`src/rtl/crcic_pkg.sv`:
```
`timescale 1ns / 1ps
`default_nettype none

package crcic_pkg;

	localparam logic [31:0] CRC_POLY        = 32'hEDB8_8320;
	localparam logic [31:0] CRC_ONES        = 32'hFFFF_FFFF;
	localparam logic [31:0] START_POS_RESET = 32'h0000_0010;
	localparam logic [31:0] END_POS_RESET   = 32'h0000_0014;

	// configuration register indexes
	typedef enum logic [0:0] {
		CFG_START_POS = 1'b0,
		CFG_END_POS   = 1'b1
	} crcic_cfg_idx_t;

	typedef struct packed {
		logic [7:0] data_byte;
		logic       first_byte;
		logic       last_byte;
	} crcic_in_t;

	typedef struct packed {
		logic [31:0] crc_value;
		logic        crc_match;
	} crcic_out_t;

	// skip window settings
	typedef struct packed {
		logic [31:0] start_pos;
		logic [31:0] end_pos;
	} crcic_win_t;

	// reflected CRC-32, one byte, bitwise
	function automatic logic [31:0] crc32_byte(input logic [31:0] crc, input logic [7:0] b);
		logic [31:0] c;
		c = crc ^ {24'h0, b};
		for (int n = 0; n < 8; n++) begin
			if (c[0]) begin
				c = (c >> 1) ^ CRC_POLY;
			end else begin
				c = c >> 1;
			end
		end
		return c;
	endfunction

endpackage

`default_nettype wire

```
`src/rtl/crcic_engine.sv`:
```
`timescale 1ns / 1ps
`default_nettype none

module crcic_engine
	import crcic_pkg::*;
(
	input  wire logic       clk,
	input  wire logic       arst_n,
	input  wire crcic_win_t win,
	input  wire logic       step,
	input  wire crcic_in_t  item,
	output crcic_out_t      result
);

	logic [31:0] crc_q;
	logic [31:0] pos_q;
	logic [31:0] stored_q;

	logic [31:0] crc_base;
	logic [31:0] pos;
	logic [31:0] stored_base;
	logic [31:0] stored_nxt;
	logic [31:0] k;
	logic        in_win;
	logic [7:0]  feed;
	logic [31:0] crc_nxt;
	logic [31:0] pos_nxt;
	logic [31:0] fin;

	always_comb begin
		crc_base    = item.first_byte ? CRC_ONES : crc_q;
		pos         = item.first_byte ? 32'h0 : pos_q;
		stored_base = item.first_byte ? 32'h0 : stored_q;

		in_win = (pos >= win.start_pos) && (pos < win.end_pos);
		k      = pos - win.start_pos;
		feed   = in_win ? 8'h00 : item.data_byte;

		// little-endian capture of the first four window bytes
		stored_nxt = stored_base;
		if (in_win && (k[31:2] == 30'h0)) begin
			case (k[1:0])
				2'd0:    stored_nxt[7:0]   = item.data_byte;
				2'd1:    stored_nxt[15:8]  = item.data_byte;
				2'd2:    stored_nxt[23:16] = item.data_byte;
				2'd3:    stored_nxt[31:24] = item.data_byte;
				default: stored_nxt        = stored_base;
			endcase
		end

		crc_nxt = crc32_byte(crc_base, feed);
		pos_nxt = (pos == CRC_ONES) ? pos : pos + 32'd1;
		fin     = crc_nxt ^ CRC_ONES;

		result.crc_value = fin;
		result.crc_match = (fin == stored_nxt);
	end

	always_ff @(posedge clk or negedge arst_n) begin
		if (!arst_n) begin
			crc_q    <= CRC_ONES;
			pos_q    <= 32'h0;
			stored_q <= 32'h0;
		end else if (step) begin
			crc_q    <= crc_nxt;
			pos_q    <= pos_nxt;
			stored_q <= stored_nxt;
		end
	end

endmodule

`default_nettype wire

```
`src/rtl/crc32_image_check_with_skip_unit.sv`:
```
`timescale 1ns / 1ps
`default_nettype none

// channel  | valid        | stall        | payload
// ---------+--------------+--------------+---------------------------------------
// byte in  | byte_valid   | byte_stall   | byte_data   (data, first, last flags)
// result   | result_valid | result_stall | result_data (crc_value, crc_match)
// config   | cfg_we       | -            | cfg_index, cfg_data
//
// One byte per cycle unless a last byte stalls: a beat lands in the input
// register, and the byte-wide CRC update and window logic then commit it to
// the state. The edge that commits a last byte also loads its result into
// the output register.
// Reset: CRC all ones, position and stored checksum zero, window 0x10 to 0x14 (end exclusive).
// byte_stall rises only when a last byte waits behind an unaccepted result.

module crc32_image_check_with_skip_unit
	import crcic_pkg::*;
(
	input  wire logic        clk,
	input  wire logic        arst_n,

	input  wire logic        byte_valid,
	output logic             byte_stall,
	input  wire crcic_in_t   byte_data,

	output logic             result_valid,
	input  wire logic        result_stall,
	output crcic_out_t       result_data,

	input  wire logic        cfg_we,
	input  wire logic [0:0]  cfg_index,
	input  wire logic [31:0] cfg_data
);

	crcic_win_t win_q;

	logic       valid_s1;
	crcic_in_t  item_s1;
	logic       step;
	logic       out_free;
	crcic_out_t eng_result;

	// config registers; the user must write them only while idle, the block does not enforce it
	always_ff @(posedge clk or negedge arst_n) begin
		if (!arst_n) begin
			win_q.start_pos <= START_POS_RESET;
			win_q.end_pos   <= END_POS_RESET;
		end else if (cfg_we) begin
			case (crcic_cfg_idx_t'(cfg_index))
				CFG_START_POS: win_q.start_pos <= cfg_data;
				CFG_END_POS:   win_q.end_pos   <= cfg_data;
				default:       win_q           <= win_q;
			endcase
		end
	end

	// output slot is free when empty or being drained this cycle
	assign out_free = !result_valid || !result_stall;

	// non-last bytes never need the output slot
	assign step       = valid_s1 && (!item_s1.last_byte || out_free);
	assign byte_stall = valid_s1 && !step;

	// input register
	always_ff @(posedge clk or negedge arst_n) begin
		if (!arst_n) begin
			valid_s1 <= 1'b0;
		end else if (!byte_stall) begin
			valid_s1 <= byte_valid;
		end
	end

	always_ff @(posedge clk) begin
		if (!byte_stall && byte_valid) begin
			item_s1 <= byte_data;
		end
	end

	crcic_engine u_engine (
		.clk    (clk),
		.arst_n (arst_n),
		.win    (win_q),
		.step   (step),
		.item   (item_s1),
		.result (eng_result)
	);

	// result register
	always_ff @(posedge clk or negedge arst_n) begin
		if (!arst_n) begin
			result_valid <= 1'b0;
		end else if (step && item_s1.last_byte) begin
			result_valid <= 1'b1;
		end else if (!result_stall) begin
			result_valid <= 1'b0;
		end
	end

	always_ff @(posedge clk) begin
		if (step && item_s1.last_byte) begin
			result_data <= eng_result;
		end
	end

	// a blocked last byte stays in the input register
	a_last_held: assert property (@(posedge clk) disable iff (!arst_n)
		(valid_s1 && item_s1.last_byte && result_valid && result_stall) |=> valid_s1)
		else $error("blocked last byte dropped");

	// stall only comes from a full, stalled output slot
	a_stall_cause: assert property (@(posedge clk) disable iff (!arst_n)
		byte_stall |-> (valid_s1 && result_valid && result_stall))
		else $error("input stalled without output backpressure");

	// a committed last byte always shows a result next cycle
	a_result_follows: assert property (@(posedge clk) disable iff (!arst_n)
		(step && item_s1.last_byte) |=> result_valid)
		else $error("result missing after last byte");

endmodule

`default_nettype wire

```
`config.mk`:
```
export PLATFORM = sky130hd
export DESIGN_NAME = crc32_image_check_with_skip_unit
export DESIGN_NICKNAME = d
export VERILOG_FILES = /design/src/rtl/crcic_pkg.sv /design/src/rtl/crcic_engine.sv /design/src/rtl/crc32_image_check_with_skip_unit.sv
export SDC_FILE = /design/constraint.sdc
export NUM_CORES = 1
export LEC_CHECK = 0
export ABC_AREA = 1
export ABC_CLOCK_PERIOD_IN_PS = 8900
export BUFFER_PORTS_ARGS = -buffer_cell sky130_fd_sc_hd__buf_2
export CAP_MARGIN = 40
export CORE_ASPECT_RATIO = 0.9
export CORE_MARGIN = 4
export CORE_UTILIZATION = 56
export CTS_BUF_LIST = sky130_fd_sc_hd__clkbuf_8
export CTS_CLUSTER_DIAMETER = 80
export DETAILED_ROUTE_END_ITERATION = 6
export PLACE_DENSITY_LB_ADDON = 0.15
export SLEW_MARGIN = 20
export SYNTH_ARGS = -nofsm -noshare
export SYNTH_HDL_FRONTEND = slang
export SYNTH_HIERARCHICAL = 1
export SYNTH_SLANG_ARGS = --single-unit
```
`constraint.sdc`:
```
create_clock -name clk -period 8.9 [get_ports clk]
set_clock_uncertainty 0.2 [all_clocks]
set_input_delay 0.89 -clock clk [delete_from_list [all_inputs] [get_ports clk]]
set_output_delay 0.89 -clock clk [all_outputs]
set_load 0.02 [all_outputs]
```
==> flow_summary.toml <==
[run_status]
status = "complete, no violations"

[timing]
setup_tns_ps = 0
drv_slew = 0
finalSetupViolations = 0
fin_crit_ps = 5220
finalHoldWorstSlack_ps = 94.0
finalCritPeriodShare_pct = 58.7
finalHoldViolCount = 0
fmax_mhz = 191
slew_headroom_pct = 48.9
rsz0062_at_grt = "no"
worst-slew-pin-transition_ps = 763

[clocking]
ctsHoldBuffers = 0
path_clk_slew_ps = 70
cts_sinks = 205
cts_tree = "built"
cts_buffers = 38
cts_max_level = 2
cts_resized = 0
post-cts-setup-buffers = 0
clockBufferDepth = 3
cts_root_buffer = "clkbuf_8"
clk_latency_ps = 540

[route]
drc = 0
drtAntennaViolNets = 0
drt_first_iter_violations = 1636
wl_um = 40800
routedWlPerCell_um = 16.1
via_count = 13500
drt_pass1_iterations = 6
via_per_inst = 5.34

[placed_design]
routabilityCongestion = 0.986
portBuffers = 82
dp_hpwl_um = 31700

[pwr]
ir_worst_vdd_mv = 0.121
p_sw_w = 0.00138
switching_share_pct = 41.0
powerDensity_mw_per_mm2 = 213
p_seq_share_pct = 37.1
p_clk_share_pct = 26.0
internal_power_w = 0.00199
power_frac_comb_pct = 37.0
power.leakage_nw = 8.51

[synth]
synth-seq-area-share_pct = 37.3
synth_edf_count = 43
syn_area_per_cell_um2 = 6.96
synthTopCellsByArea = "dfrtp_1, nand2_1, edfxtp_1"
ys_types = 49
synth_nets = 2184
ys_warn_count = 6
async_reset_ff_share_pct = 79.0
synth_cells = 2073
synth_top_area_share_pct = 22.0
synth.ff_latch_count = 205
syn_area_mm2 = 0.0144
synth_ff_type = "dfrtp_1"
yosys.area.top_type = "dfrtp_1"

[setup_path]
critPathSlowestCell = "inv_2"
critPathRequiredTime_ps = 9110
crit_arrival_ps = 5440
criticalPathCategory = "reg2reg"
cp_common_cell = "nand2_1"
worstSetupEndpointType = "flop"
critPathMaxFanout = 44
crit_family = "simple AND/OR/NAND/NOR gates"
start_kind = "flop"
path_buf_inv = 7
slowest_delay_ps = 430

[global_route]
grt_antenna_before_repair = 1
track_usage_pct = 28.8
grt_overflow_total = 0
grt_pass1_wl_um = 65600
grt_max_degree = 69
met1_usage_pct = 45.5
grt_pass1_vias = 12400
grt_use_met3_pct = 6.47
top_usage_layer = "met1"
met2_usage_pct = 40.4

[cells_and_area]
final_util_pct = 62.9
final_nets = 2266
area_delta_synth_final_pct = 9.99
drive_above_1_share_pct = 12.8

[floorplanning]
dieHeight_um = 160
dieWidth_um = 177
dieArea_mm2 = 0.0284
initial_utilization_pct = 57.2
num_rows = 55
io-pin-count = 83
core-area_mm2 = 0.0253

[worst_hold_path]
hp-class = "in2async"

[run]
drv_cap = 0
[routing by layer]
metal  up-vias  part of all wire [%]
met3        63                    10
met2       541                    40
met4         0                   1.7
met5         -                     0
met1      6209                    48
li1       6689                     -
[layout make-up]
class	count	area (um^2)
Fill cell	2372	9380
Multi-Input combinational cell	1513	7630
Sequential cell	205	5390
Inverter	305	1150
Clock buffer	42	578
Timing Repair Buffer	92	549
Tap cell	342	428
Clock inverter	27	148
Antenna cell	1	2.50
[cell usage in the layout (no fill, tap or decap), types with 3 or more instances in the layout]
| cell | synthesis | final |
|---|---|---|
| nand2_1 | 719 | 719 |
| inv_1 | 288 | 297 |
| o21ai_0 | 188 | 188 |
| nor2_1 | 150 | 150 |
| dfrtp_1 | 127 | 127 |
| nand3_1 | 112 | 112 |
| buf_2 | 10 | 81 |
| ha_1 | 62 | 62 |
| xor2_1 | 54 | 54 |
| nand2_2 | 48 | 48 |
| a21oi_1 | 45 | 45 |
| edfxtp_1 | 43 | 43 |
| clkbuf_8 | 0 | 42 |
| dfstp_2 | 35 | 35 |
| nor3_1 | 22 | 22 |
| nand4_1 | 19 | 19 |
| xnor2_1 | 16 | 16 |
| nand3b_1 | 15 | 15 |
| nand2_4 | 15 | 15 |
| clkinv_1 | 5 | 11 |
| inv_2 | 10 | 10 |
| clkinv_2 | 0 | 8 |
| buf_4 | 2 | 6 |
| o21ai_2 | 6 | 6 |
| o21bai_1 | 5 | 5 |
| nand3_2 | 5 | 5 |
| nor4_1 | 5 | 5 |
| nor2_2 | 4 | 4 |
| clkinvlp_4 | 0 | 3 |
| buf_12 | 0 | 3 |
| a31oi_1 | 3 | 3 |
| o21ai_1 | 3 | 3 |
[Yosys cell counts, types with 35 or more instances]
library cell and n:
nand2_1 719, inv_1 288, o21ai_0 188, nor2_1 150, dfrtp_1 127, nand3_1 112, ha_1 62, xor2_1 54
nand2_2 48, a21oi_1 45, edfxtp_1 43, dfstp_2 35
[registers in the layout, indices dropped and copies added (netlist names)]
signal / cells
item_s1: 10
result_data: 33
result_valid: 1
u_engine/crc_q: 32
u_engine/pos_q: 32
u_engine/stored_q: 32
valid_s1: 1
win_q: 64
[logic make-up (layout without fill, tap and decap cells)]
| family | after synthesis | after routing | synth area share (%) |
|---|---|---|---|
| simple gates | 1123 | 1123 | 33.6 |
| compound gates | 255 | 255 | 9.20 |
| other cells | 0 | 1 | 0 |
| fa+ha+maj | 63 | 63 | 5.51 |
| xor+xnor | 72 | 72 | 4.55 |
| flops | 205 | 205 | 37.3 |
| buf+inv | 355 | 466 | 9.81 |
[power groups by stage]
stage / Combinational, W / Clock [W] / Sequential (W)
after floorplan: 0.000810 / 0 / 0.00127
after CTS: 0.00122 / 0.000899 / 0.00125
after detailed placement: 0.00121 / 0 / 0.00126
after global placement: 0.00119 / 0 / 0.00126
final: 0.00125 / 0.000877 / 0.00125
after global routing: 0.00138 / 0.000951 / 0.00127
[through the flow]
stage | instances | instance area, um^2 | worst slack (ps) | total power, W
5_1_grt | 2526 | 15900 | 3250 | 0.00359
6_report | 2527 | 15900 | 3680 | 0.00338
3_5_place_dp | 2457 | 15200 | 3810 | 0.00247
2_1_floorplan | 2073 | 14400 | 4400 | 0.00208
3_3_place_gp | 2453 | 15100 | 3860 | 0.00245
4_1_cts | 2526 | 15900 | 3790 | 0.00337
[worst paths after layout]
kind	startpoint	endpoint	slack (ps)	cells past startpoint
min	arst_n	win_q[7]	90	1
min reg2reg	win_q[45]	win_q[45]	280	2
max in group asynchronous	arst_n	u_engine/pos_q[27]	6930	3
min in group clk	win_q[45]	win_q[45]	280	2
max	item_s1[1]	result_data[0]	3680	28
max reg2reg	item_s1[1]	result_data[0]	3680	28
No activity file was read; power rests on OpenSTA's default activity.
